--- src/rtl/adpi_pkg.sv ---
// Shared widths, register-file constants and instruction codes for the
// data-processing-immediate executor. No dependencies.
`default_nettype none

package adpi_pkg;

  localparam int INSTR_W     = 32;
  localparam int DATA_W      = 64;
  localparam int FLAGS_W     = 4;
  localparam int REG_IDX_W   = 5;
  localparam int NUM_GP_REGS = 31;

  // Register 31: stack pointer or zero register, depending on the opcode.
  localparam logic [REG_IDX_W-1:0] REG_SP_ZR = 5'd31;

  // Wide-move opc codes; the remaining code executes as movn.
  localparam logic [1:0] OPC_MOVN = 2'b00;
  localparam logic [1:0] OPC_MOVZ = 2'b10;
  localparam logic [1:0] OPC_MOVK = 2'b11;

endpackage

`default_nettype wire

--- src/rtl/adpi_instr_if.sv ---
// Instruction channel: valid/ready handshake carrying one instruction word.
// Depends on adpi_pkg.
`default_nettype none

interface adpi_instr_if;
  logic                          valid;
  logic                          ready;
  logic [adpi_pkg::INSTR_W-1:0]  instr_word;

  modport source (output valid, output instr_word, input ready);
  modport sink   (input valid, input instr_word, output ready);
endinterface

`default_nettype wire

--- src/rtl/adpi_result_if.sv ---
// Result channel: valid/ready handshake carrying one execution result.
// Depends on adpi_pkg.
`default_nettype none

interface adpi_result_if;
  logic                            valid;
  logic                            ready;
  logic                            handled;
  logic                            dest_written;
  logic [adpi_pkg::REG_IDX_W-1:0]  dest_index;
  logic [adpi_pkg::DATA_W-1:0]     dest_value;
  logic [adpi_pkg::FLAGS_W-1:0]    flags_nzcv;

  modport source (output valid, output handled, output dest_written, output dest_index,
                  output dest_value, output flags_nzcv, input ready);
  modport sink   (input valid, input handled, input dest_written, input dest_index,
                  input dest_value, input flags_nzcv, output ready);
endinterface

`default_nettype wire

--- src/rtl/adpi_ram.sv ---
// Generic RAM: one write port, two read ports with registered read data.
// Read-first on a same-address write. No dependencies.
`default_nettype none

module adpi_ram #(
  parameter int WIDTH = 64,
  parameter int DEPTH = 31
) (
  input  logic                                     clk,
  input  logic                                     we,
  input  logic [((DEPTH > 1) ? $clog2(DEPTH) : 1)-1:0] waddr,
  input  logic [WIDTH-1:0]                         wdata,
  input  logic                                     re,
  input  logic [((DEPTH > 1) ? $clog2(DEPTH) : 1)-1:0] raddr_a,
  input  logic [((DEPTH > 1) ? $clog2(DEPTH) : 1)-1:0] raddr_b,
  output logic [WIDTH-1:0]                         rdata_a,
  output logic [WIDTH-1:0]                         rdata_b
);

  logic [WIDTH-1:0] mem [DEPTH];

  always_ff @(posedge clk) begin
    if (we) begin
      mem[waddr] <= wdata;
    end
    if (re) begin
      rdata_a <= mem[raddr_a];
      rdata_b <= mem[raddr_b];
    end
  end

endmodule

`default_nettype wire

--- src/rtl/armv8_immediate_dp_executor_core.sv ---
// Data-processing-immediate executor: add/adds/sub/subs and movn/movz/movk.
// Depends on adpi_pkg, adpi_instr_if, adpi_result_if and adpi_ram.
//
// Usage:
//   instr  (sink)   : one 32-bit instruction word per transfer.
//   result (source) : one result per instruction: handled, dest_written,
//                     dest_index, dest_value and the NZCV flags after it.
// Pipeline: the instruction word and the register-file read are registered
//   together in the execute stage, and execute feeds the result register.
// Throughput: one instruction per cycle while results are taken. The register file is read when an
//   instruction is taken and written as it leaves execute; a write in that same
//   cycle is forwarded, so back-to-back dependent instructions need no stall.
// Reset (rst, synchronous): empties the pipeline and clears all 31 general
//   registers (valid bits), the stack pointer and the flags.
// Stall: while a result waits and result.ready is low the result register holds, the execute
//   stage holds its instruction, and instr.ready drops once both are full.
`default_nettype none

module armv8_immediate_dp_executor_core (
  input  logic                 clk,
  input  logic                 rst,
  adpi_instr_if.sink           instr,
  adpi_result_if.source        result
);

  localparam int RamAw = (adpi_pkg::NUM_GP_REGS > 1) ? $clog2(adpi_pkg::NUM_GP_REGS) : 1;

  // Pipeline control
  logic                             s1_valid;
  logic [adpi_pkg::INSTR_W-1:0]     s1_word;
  logic                             out_valid;
  logic                             advance;
  logic                             accept;

  // Register file, valid bits and forwarding
  logic [adpi_pkg::NUM_GP_REGS:0]   gp_valid;
  logic                             valid_a;
  logic                             valid_b;
  logic                             byp_a;
  logic                             byp_b;
  logic [adpi_pkg::DATA_W-1:0]      byp_data;
  logic [adpi_pkg::DATA_W-1:0]      ram_a;
  logic [adpi_pkg::DATA_W-1:0]      ram_b;
  logic [adpi_pkg::DATA_W-1:0]      reg_a;
  logic [adpi_pkg::DATA_W-1:0]      reg_b;
  logic                             gp_we;
  logic [RamAw-1:0]                 gp_waddr;
  logic [RamAw-1:0]                 raddr_a;
  logic [RamAw-1:0]                 raddr_b;

  // Architectural state
  logic [adpi_pkg::DATA_W-1:0]      sp;
  logic [adpi_pkg::FLAGS_W-1:0]     flags;

  // Decode
  logic                             is_arith;
  logic                             is_wide;
  logic [adpi_pkg::REG_IDX_W-1:0]   rd;
  logic [adpi_pkg::REG_IDX_W-1:0]   rn;
  logic [1:0]                       opc;
  logic                             sf;
  logic                             is_sub;
  logic                             set_flags;

  // Arithmetic datapath
  logic [adpi_pkg::DATA_W-1:0]      imm_arith;
  logic [adpi_pkg::DATA_W-1:0]      op_a;
  logic [adpi_pkg::DATA_W-1:0]      op_b;
  logic [adpi_pkg::DATA_W:0]        sum;
  logic [adpi_pkg::DATA_W-1:0]      arith_res;
  logic                             c64;
  logic                             c32;
  logic                             v64;
  logic                             v32;
  logic [adpi_pkg::FLAGS_W-1:0]     arith_flags;

  // Wide-move datapath
  logic [5:0]                       wide_sh;
  logic [adpi_pkg::DATA_W-1:0]      wide_op;
  logic [adpi_pkg::DATA_W-1:0]      wide_mask;
  logic [adpi_pkg::DATA_W-1:0]      wide_raw;
  logic [adpi_pkg::DATA_W-1:0]      wide_res;

  // Step outcome
  logic                             wr_gp;
  logic                             wr_sp;
  logic                             dest_wr;
  logic [adpi_pkg::DATA_W-1:0]      exec_res;
  logic [adpi_pkg::FLAGS_W-1:0]     flags_next;

  assign advance     = s1_valid && (!out_valid || result.ready);
  assign instr.ready = !s1_valid || advance;
  assign accept      = instr.valid && instr.ready;

  assign raddr_a  = instr.instr_word[9:5];
  assign raddr_b  = instr.instr_word[4:0];
  assign gp_we    = advance && wr_gp;
  assign gp_waddr = rd;

  adpi_ram #(
    .WIDTH (adpi_pkg::DATA_W),
    .DEPTH (adpi_pkg::NUM_GP_REGS)
  ) u_gp_ram (
    .clk     (clk),
    .we      (gp_we),
    .waddr   (gp_waddr),
    .wdata   (exec_res),
    .re      (accept),
    .raddr_a (raddr_a),
    .raddr_b (raddr_b),
    .rdata_a (ram_a),
    .rdata_b (ram_b)
  );

  // Never-written registers read as zero; a write in the read cycle wins.
  assign reg_a = byp_a ? byp_data : (valid_a ? ram_a : '0);
  assign reg_b = byp_b ? byp_data : (valid_b ? ram_b : '0);

  // Decode
  assign rd        = s1_word[4:0];
  assign rn        = s1_word[9:5];
  assign opc       = s1_word[30:29];
  assign sf        = s1_word[31];
  assign is_arith  = s1_word[24];
  assign is_wide   = !s1_word[24] && s1_word[25] && s1_word[23];
  assign is_sub    = opc[1];
  assign set_flags = opc[0];

  // Add/subtract: a + (b or ~b) + carry-in, flags from the same adder
  always_comb begin
    imm_arith = s1_word[22] ? {40'd0, s1_word[21:10], 12'd0} : {52'd0, s1_word[21:10]};
    if (rn == adpi_pkg::REG_SP_ZR) begin
      op_a = set_flags ? '0 : sp;
    end else begin
      op_a = reg_a;
    end
    op_b = is_sub ? ~imm_arith : imm_arith;
    sum  = {1'b0, op_a} + {1'b0, op_b} + {{adpi_pkg::DATA_W{1'b0}}, is_sub};
    c64  = sum[adpi_pkg::DATA_W];
    c32  = sum[32] ^ op_a[32] ^ op_b[32];
    v64  = (op_a[63] ^ sum[63]) & (op_b[63] ^ sum[63]);
    v32  = (op_a[31] ^ sum[31]) & (op_b[31] ^ sum[31]);
    if (sf) begin
      arith_res   = sum[adpi_pkg::DATA_W-1:0];
      arith_flags = {sum[63], (sum[63:0] == '0), c64, v64};
    end else begin
      arith_res   = {32'd0, sum[31:0]};
      arith_flags = {sum[31], (sum[31:0] == '0), c32, v32};
    end
  end

  // Wide move: imm16 placed at halfword hw
  always_comb begin
    wide_sh   = {s1_word[22:21], 4'd0};
    wide_op   = {48'd0, s1_word[20:5]} << wide_sh;
    wide_mask = {48'd0, 16'hFFFF} << wide_sh;
    unique case (opc)
      adpi_pkg::OPC_MOVK: wide_raw = (reg_b & ~wide_mask) | wide_op;
      adpi_pkg::OPC_MOVZ: wide_raw = wide_op;
      default:            wide_raw = ~wide_op;
    endcase
    wide_res = sf ? wide_raw : {32'd0, wide_raw[31:0]};
  end

  // Destination selection
  always_comb begin
    wr_gp      = 1'b0;
    wr_sp      = 1'b0;
    exec_res   = arith_res;
    flags_next = flags;
    if (is_arith) begin
      if (rd != adpi_pkg::REG_SP_ZR) begin
        wr_gp = 1'b1;
      end else begin
        wr_sp = !set_flags;
      end
      if (set_flags) begin
        flags_next = arith_flags;
      end
    end else if (is_wide) begin
      exec_res = wide_res;
      wr_gp    = (rd != adpi_pkg::REG_SP_ZR);
    end
    dest_wr = wr_gp || wr_sp;
  end

  always_ff @(posedge clk) begin
    if (rst) begin
      s1_valid  <= 1'b0;
      out_valid <= 1'b0;
      gp_valid  <= '0;
      sp        <= '0;
      flags     <= '0;
      byp_a     <= 1'b0;
      byp_b     <= 1'b0;
      valid_a   <= 1'b0;
      valid_b   <= 1'b0;
    end else begin
      // Capture read-side context together with the RAM read
      if (accept) begin
        s1_word  <= instr.instr_word;
        valid_a  <= gp_valid[raddr_a];
        valid_b  <= gp_valid[raddr_b];
        byp_a    <= gp_we && (gp_waddr == raddr_a);
        byp_b    <= gp_we && (gp_waddr == raddr_b);
        byp_data <= exec_res;
      end
      if (accept) begin
        s1_valid <= 1'b1;
      end else if (advance) begin
        s1_valid <= 1'b0;
      end

      if (advance) begin
        out_valid           <= 1'b1;
        result.handled      <= is_arith || is_wide;
        result.dest_written <= dest_wr;
        result.dest_index   <= dest_wr ? rd : '0;
        result.dest_value   <= dest_wr ? exec_res : '0;
        result.flags_nzcv   <= flags_next;
        flags               <= flags_next;
        if (wr_sp) begin
          sp <= exec_res;
        end
        if (wr_gp) begin
          gp_valid[rd] <= 1'b1;
        end
      end else if (result.ready) begin
        out_valid <= 1'b0;
      end
    end
  end

  assign result.valid = out_valid;

endmodule

`default_nettype wire

--- src/flat_wrapper.sv ---
// flat-port wrapper written by rule: the top's interface ports become plain ports
module armv8_immediate_dp_executor_core_flat 
  (clk, rst, instr_valid, instr_instr_word, instr_ready, result_valid, result_handled, result_dest_written, result_dest_index, result_dest_value, result_flags_nzcv, result_ready);
  adpi_instr_if instr_i ();
  adpi_result_if result_i ();
  input  logic clk;
  input  logic rst;
  input wire logic [$bits(instr_i.valid)-1:0] instr_valid;
  input wire logic [$bits(instr_i.instr_word)-1:0] instr_instr_word;
  output wire logic [$bits(instr_i.ready)-1:0] instr_ready;
  output wire logic [$bits(result_i.valid)-1:0] result_valid;
  output wire logic [$bits(result_i.handled)-1:0] result_handled;
  output wire logic [$bits(result_i.dest_written)-1:0] result_dest_written;
  output wire logic [$bits(result_i.dest_index)-1:0] result_dest_index;
  output wire logic [$bits(result_i.dest_value)-1:0] result_dest_value;
  output wire logic [$bits(result_i.flags_nzcv)-1:0] result_flags_nzcv;
  input wire logic [$bits(result_i.ready)-1:0] result_ready;
  assign instr_i.valid = instr_valid;
  assign instr_i.instr_word = instr_instr_word;
  assign instr_ready = instr_i.ready;
  assign result_valid = result_i.valid;
  assign result_handled = result_i.handled;
  assign result_dest_written = result_i.dest_written;
  assign result_dest_index = result_i.dest_index;
  assign result_dest_value = result_i.dest_value;
  assign result_flags_nzcv = result_i.flags_nzcv;
  assign result_i.ready = result_ready;
  armv8_immediate_dp_executor_core u_core (.clk(clk), .rst(rst), .instr(instr_i), .result(result_i));
endmodule
--- config.mk ---
export PLATFORM = sky130hd
export DESIGN_NAME = armv8_immediate_dp_executor_core_flat
export DESIGN_NICKNAME = d
export VERILOG_FILES = /design/src/rtl/adpi_pkg.sv /design/src/rtl/adpi_instr_if.sv /design/src/rtl/adpi_result_if.sv /design/src/rtl/adpi_ram.sv /design/src/rtl/armv8_immediate_dp_executor_core.sv /design/src/flat_wrapper.sv
export SDC_FILE = /design/constraint.sdc
export NUM_CORES = 2
export LEC_CHECK = 0
export BUFFER_PORTS_ARGS = -buffer_cell sky130_fd_sc_hd__buf_2
export CAP_MARGIN = 20
export CORE_ASPECT_RATIO = 0.5
export CORE_UTILIZATION = 30
export CTS_CLUSTER_DIAMETER = 40
export DETAILED_ROUTE_END_ITERATION = 10
export PLACE_DENSITY = 0.47
export SLEW_MARGIN = 20
export SYNTH_ARGS = -nofsm -noshare
export SYNTH_HDL_FRONTEND = slang
export SYNTH_SLANG_ARGS = --single-unit
--- constraint.sdc ---
create_clock -name clk -period 6.3 [get_ports clk]
set_input_delay 0.63 -clock clk [delete_from_list [all_inputs] [get_ports clk]]
set_output_delay 0.63 -clock clk [all_outputs]
set_load 0.01 [all_outputs]
# Word-level counts from Yosys, hierarchy flattened

Memory sizes are Yosys's and may differ from the RTL's. A register that Yosys moved wholly into a read port is not among the register bits.
Cells that the tools add are included.

Register bits after elaboration: 277
Bits in writable memories: 1984
Input bits: 36
Memories: 1
Logic and storage cells: 103
Output and inout bits: 77

Memory list:

| memory              | depth | width | read ports | clocked after memory_dff | wr ports | line           | RTL |
|---|---|---|---|---|---|---|---|
| u_core.u_gp_ram.mem | 31    | 64    | 2          | 2                        | 1        | adpi_ram.sv:20 | `logic [WIDTH-1:0] mem [DEPTH];` |

Shift operators: 2
Order comparisons: 4
Muxes and demuxes: 33
Add/subtract/negate cells: 2
Reduce and logical (&&, ||, !) cells: 24
Eq/ne operators: 6
Bitwise logic cells: 15

Operators by type and width:

| cell                    | number |
|---|---|
| $mux W64                | 11 |
| $not A64 Y64            | 3 |
| $pmux W64 S2            | 1 |
| $add A64 B64 Y65        | 1 |
| $add A65 B1 Y65         | 1 |
| $and A64 B64 Y64        | 1 |
| $logic_not A64 Y1       | 1 |
| $or A64 B64 Y64         | 1 |
| $shl A16 B6 Y64         | 1 |
| $shl A16 B6 Y64 const A | 1 |
| $logic_not A32 Y1       | 1 |
| $or A32 B32 Y32         | 1 |
| $mux W24                | 1 |
| $lt A5 B6 Y1 const B    | 3 |
| $mux W1                 | 14 |
| $mux W4                 | 3 |
| $bmux W1 S5             | 2 |
| $eq A5 B5 Y1            | 2 |
| $logic_and A1 B1 Y1     | 8 |
| $reduce_and A2 Y1       | 4 |
| $xor A1 B1 Y1           | 6 |
| $demux W1 S5            | 1 |
| $eq A5 B5 Y1 const B    | 1 |
| $ge A5 B1 Y1 const B    | 1 |
| other kinds (7)         | 16 |

# Logic depth before layout (Yosys ltp)

Depth in word-level cells: 10
Depth in mapped cells: 21
Mapped depth without buffers: 18

# Modules after synthesis

From an unflattened synthesis, not the netlist that was laid out.

Cell total of the unflattened synthesis: 7568
Area total of the unflattened synthesis: 113844.2 um^2

Modules (own cells, without submodules):

| module                           | cells an instance | times used | area each (um^2) | seq. area each (um^2) |
|---|---|---|---|---|
| adpi_ram                         | 5439              | 1          | 95390.2          | 63420.8 |
| armv8_immediate_dp_executor_core | 2129              | 1          | 18453.9          | 7166.9 |

# Least setup slack after synthesis

No wires, ideal clock.

Path type: register to register
Start point: register u_core.s1_word[30] in the netlist's numbering
End point: register u_core.byp_data[62] in the netlist's numbering, data pin
Cell stages (with the launch flop): 16
Setup time: 0.490 ns
Period minus slack after synthesis: 6.330 ns
Arrival time: 5.840 ns
Slack: -0.030 ns
Path buffers: 4
Required time: 5.810 ns
Path through: edfxtp_1 -> clkbuf_1 -> clkbuf_1 -> buf_1 -> buf_1 -> xnor2_1 -> ha_1 -> nand2_1 -> nor2_1 -> o211ai_1 -> a2111oi_2 -> o31ai_1 -> o21a_1 -> nor3_1 -> nor4_1 -> o32ai_1

Cells in the longest elaborated chain, start to end: 6
Elaborated cells between the ends (all ways): 10
Classes of those cells: add/sub (2); eq/ne (2); mux (6)

Ends and longest elaborated chain:

| item                         | line                                    | RTL |
|---|---|---|
| from (decl)                  | armv8_immediate_dp_executor_core.sv:30  | `logic [adpi_pkg::INSTR_W-1:0] s1_word;` |
| from (signal assigned)       | armv8_immediate_dp_executor_core.sv:201 | `s1_word <= instr.instr_word;` |
| $mux W64                     | armv8_immediate_dp_executor_core.sv:137 | `op_b = is_sub ? ~imm_arith : imm_arith;` |
| $add A64 B64 Y65             | armv8_immediate_dp_executor_core.sv:138 | `sum = {1'b0, op_a} + {1'b0, op_b} + {{adpi_pkg::DATA_W{1'b0}}, is_sub};` |
| $add A65 B1 Y65              | armv8_immediate_dp_executor_core.sv:138 |  |
| $mux W64                     | armv8_immediate_dp_executor_core.sv:143 | `if (sf) begin` |
| $mux W64                     | armv8_immediate_dp_executor_core.sv:180 | `end else if (is_wide) begin` |
| $mux W64 (*)                 | armv8_immediate_dp_executor_core.sv:171 | `if (is_arith) begin` |
| net u_core.exec_res, one bit | armv8_immediate_dp_executor_core.sv:88  | `logic [adpi_pkg::DATA_W-1:0] exec_res;` |
| to (signal assigned)         | armv8_immediate_dp_executor_core.sv:206 | `byp_data <= exec_res;` |
| to (decl)                    | armv8_immediate_dp_executor_core.sv:41  | `logic [adpi_pkg::DATA_W-1:0] byp_data;` |

Mark *: on every way through the listed nets, which the timed path passes. The rest lies on a longest branch.
A chain may end at the register's enable or synchronous reset.

# Final worst setup path

Start point: register u_core.s1_word[6] in the netlist's numbering
End point: register u_core.byp_data[54] in the netlist's numbering, data pin

Cells in the longest elaborated chain, start to end: 7

Ends and longest elaborated chain:

| item                         | line                                    | RTL |
|---|---|---|
| $eq A5 B5 Y1 (*)             | armv8_immediate_dp_executor_core.sv:132 | `if (rn == adpi_pkg::REG_SP_ZR) begin` |
| $mux W64 (*)                 | armv8_immediate_dp_executor_core.sv:132 |  |
| $add A64 B64 Y65 (*)         | armv8_immediate_dp_executor_core.sv:138 |  |
| $add A65 B1 Y65 (*)          | armv8_immediate_dp_executor_core.sv:138 |  |
| $mux W64 (*)                 | armv8_immediate_dp_executor_core.sv:143 |  |
| $mux W64                     | armv8_immediate_dp_executor_core.sv:180 |  |
| $mux W64 (*)                 | armv8_immediate_dp_executor_core.sv:171 |  |
| net u_core.exec_res, one bit | armv8_immediate_dp_executor_core.sv:88  |  |

Marked as above.

==> flow_summary.toml <==
[grt]
grt_pass1_vias = 65900
antenna_found_initial = 25
grt_max_degree = 115
grt_pass1_wl_um = 529000
grtUsageTotal_pct = 19.6
grt_overflow = 0

[placement]
placed_area_um2 = 121000
io_buffers = 109
hpwl_um = 219000
gp_congestion = 0.975

[layout]
area_growth_pct = 16.8
fin_area_um2 = 132000
layout-drive-gt1-share_pct = 33.7
nNetsFinal = 6602

[synth]
syn_avg_cell_area_um2 = 18.0
syn-instance-count = 6273
synth-seq-cells = 2386
yosysSeqAreaShare_pct = 62.5
synthArstFlopShare_pct = 0
synth_edf_count = 2280
yosys_warnings = 0
synth_area_um2 = 113000
ys_types = 85
syn_nets = 6374
ys.flop_type = "edfxtp_1"

[detailed_routing]
drc = 0
via_count = 65600
final_antenna_net_count = 0
highest_layer = "met4"
wl_um = 380000
initialDrtViolationCount = 7901
wl_met2_um = 174000
wl_met3_um = 26500
wl_per_cell_um = 32.5
wl_met1_um = 168000
drtPass1Iterations = 8
vias_per_cell = 5.60

[floorplanning]
pin_count = 113
core_area_um2 = 372000
die_width_um = 869
die_h_um = 436
dieArea_um2 = 379000
start_util_pct = 30.3
rows = 158

[clocking]
cts_root_buf = "clkbuf_16"
cts_buffer_depth = 4
cts_tree = "built"
clock_sinks = 2386
cts_resized = 0
cts_buffers = 313
cts_setup_buffers = 0
cts_max_level = 5
clock_latency_ns = 0.92
clkTransAtPathRegs_ns = 0.06

[sta]
fmaxAchievable_ghz = 0.171
finalHoldViolCount = 0
fin_skew_ns = 0.0871
setup_viol_count_final = 0
holdWs_ns = 0.209
max_slew_margin_pct = 25.4
timing.final.crit_share_pct = 93.0
fin_tns_setup_ns = 0
rsz0062_at_grt = "no"
tightest_slew_ns = 1.12
finalMaxSlewViolations = 0
fin_crit_ns = 5.86

[setup_path]
worst-setup-path-type = "flip-flop to flip-flop"
endpoint_kind = "flip-flop"
cp-start-kind = "flip-flop"
reg2reg_slack_ns = 0.44
worstPathRequired_ns = 6.83
worstPathMaxFanout = 44
cp.arrival_ns = 6.39
reg2reg_to = "u_core.byp_data[54]"
rr_worst_depth = 16
reg2reg_from = "u_core.s1_word[6]"

[worst_hold_path]
min_to = "u_core.s1_valid"
min_from = "rst"
min_path_type = "input pin to flip-flop"
hold_depth = 2

[pwr]
cellLeakagePower_nw = 41.5
pwr-share-clk_pct = 45.2
intPower_mw = 29.6
pwr_density_cell_nw_per_um2 = 299
seq_power_share_pct = 45.9
p_comb_share_pct = 8.9
vdd_drop_max_mv = 0.199
swShare_pct = 24.7
netSwitchingPower_mw = 9.73

[run]
maxCapViolCount = 0

[run_status]
status = "finished clean"
[synthesized netlist by cell type, drive strengths merged (12+ instances only)]
| master | n | area share, % |
|---|---|---|
| edfxtp | 2280 | 61 |
| mux4 | 1172 | 23 |
| nand2 | 352 | 1.2 |
| clkbuf | 338 | 1.1 |
| o21ai | 308 | 1.4 |
| nor2 | 297 | 0.99 |
| buf | 136 | 0.47 |
| mux2i | 134 | 1.2 |
| mux2 | 131 | 1.3 |
| a21oi | 128 | 0.58 |
| a22oi | 120 | 0.80 |
| dfxtp | 106 | 1.9 |
| nand3 | 81 | 0.36 |
| o211ai | 66 | 0.44 |
| ha | 64 | 0.71 |
| inv | 62 | 0.21 |
| xnor2 | 61 | 0.47 |
| a211oi | 52 | 0.35 |
| nor3 | 47 | 0.22 |
| and2 | 35 | 0.19 |
| xor2 | 35 | 0.27 |
| nor2b | 26 | 0.14 |
| nand4 | 22 | 0.12 |
| o21a | 22 | 0.15 |
| a31oi | 17 | 0.094 |
| o21bai | 14 | 0.093 |
| a21o | 12 | 0.080 |
| nand2b | 12 | 0.067 |
[state kept, by name, indices dropped and copies added (netlist names), 4 cells and up]
| name | flops |
|---|---|
| u_core.s1_word | 29 |
| u_core.flags | 4 |
| u_core.result.dest_index | 5 |
| u_core.byp_data | 64 |
| u_core.u_gp_ram.rdata_a | 64 |
| u_core.result.dest_value | 64 |
| u_core.result.flags_nzcv | 4 |
| u_core.u_gp_ram.mem | 1984 |
| u_core.gp_valid | 32 |
| u_core.u_gp_ram.rdata_b | 64 |
| u_core.sp | 64 |
[worst max-delay path, cell delays in order, from the launching register on]
cell and delay, ns:
edfxtp_1 0.35, nand3_1 0.27, nor2_4 0.45, buf_12 0.28, o21ai_0 0.24, ha_1 0.47
nand2_1 0.13, a211oi_1 0.32, o211ai_1 0.27, a2111oi_2 0.54, o31ai_1 0.26, buf_4 0.21
o21a_1 0.25, o21ai_1 0.24, xnor2_1 0.15, o22a_1 0.28, inv_1 0.76
[per-stage QoR]
stage,util [%],power [mW],cells,worst slack (ns)
2_1_floorplan,-,20.4,6273,0.190
3_3_place_gp,32.5,21.9,11100,0.583
5_1_grt,35.4,40.6,11700,0.171
6_report,35.4,39.4,11700,0.438
4_1_cts,35.4,39.7,11700,0.516
3_5_place_dp,32.5,21.9,11100,0.538
[power by group through the flow]
stage | sequential, mW | combinational [mW] | clock (mW)
floorplan | 18.3 | 2.12 | 0
global placement | 18.4 | 3.50 | 0
detailed placement | 18.4 | 3.49 | 0
CTS | 18.1 | 3.51 | 18.2
global route | 18.1 | 3.73 | 18.8
finish | 18.1 | 3.51 | 17.8
[cell type report]
type | instances | area [um^2]
antenna | 7 | 17.5
sequential | 2386 | 70600
multi-input combinational | 3351 | 40700
tap | 4960 | 6210
clock buffer | 366 | 8270
clock inverter | 198 | 2040
timing repair buffer | 387 | 3810
inverter | 62 | 241
fill | 34900 | 241000
[cell usage in the layout, fill, tap and decap left out, drive strengths merged, types with 12 or more instances in the layout]
master / synthesis / final
a31oi: 17 / 17
dfxtp: 106 / 106
and2: 35 / 35
nor2: 297 / 297
buf: 136 / 364
o21ai: 308 / 308
ha: 64 / 64
xnor2: 61 / 61
clkinv: 0 / 98
nor3: 47 / 47
nand4: 22 / 22
nand3: 81 / 81
o21bai: 14 / 14
clkbuf: 338 / 368
mux4: 1172 / 1172
a21o: 12 / 12
a21oi: 128 / 128
a211oi: 52 / 52
clkinvlp: 0 / 28
dlygate4sd3: 0 / 21
nand2b: 12 / 12
o211ai: 66 / 66
nor2b: 26 / 26
inv: 62 / 114
mux2: 131 / 131
nand2: 352 / 352
o21a: 22 / 22
a22oi: 120 / 120
edfxtp: 2280 / 2280
xor2: 35 / 35
bufinv: 0 / 20
mux2i: 134 / 134
[per-layer routing]
layer	vias up	global-route usage, %
met5	-	0
met4	0	5.54
met3	533	3.26
met2	2545	30.4
met1	35600	28.4
li1	26900	-
[logic make-up (layout without fill, tap and decap cells)]
family / after synthesis / count (layout) / synth area share (%)
and+or+nand+nor: 911 / 911 / 3.53
DFF: 2386 / 2386 / 62.5
AOI/OAI and AO/OA: 842 / 842 / 4.77
xor gates and xnor gates: 96 / 96 / 0.745
other: 0 / 7 / 0
muxes: 1437 / 1437 / 25.9
buffers and inverters: 536 / 1013 / 1.80
adders and majority gates: 65 / 65 / 0.727
[repair_timing]
item	4_1_cts	5_1_grt
endpoints found under the setup margin	0	0
hold endpoints to repair	21	0
hold buffers	21	0
[worst max-delay path by stage]
stage	startpoint	endpoint	cells after the start
2_1_floorplan	u_core.s1_word[30]	u_core.byp_data[43]	16
3_3_place_gp	u_core.s1_word[6]	u_core.u_gp_ram.mem[14][54]	16
3_5_place_dp	u_core.s1_word[6]	u_core.u_gp_ram.mem[10][54]	16
4_1_cts	u_core.s1_word[6]	u_core.byp_data[54]	16
5_1_grt	u_core.s1_word[6]	u_core.u_gp_ram.mem[23][58]	17
6_report	u_core.s1_word[6]	u_core.byp_data[54]	16
No activity file was read; power rests on OpenSTA's default activity.
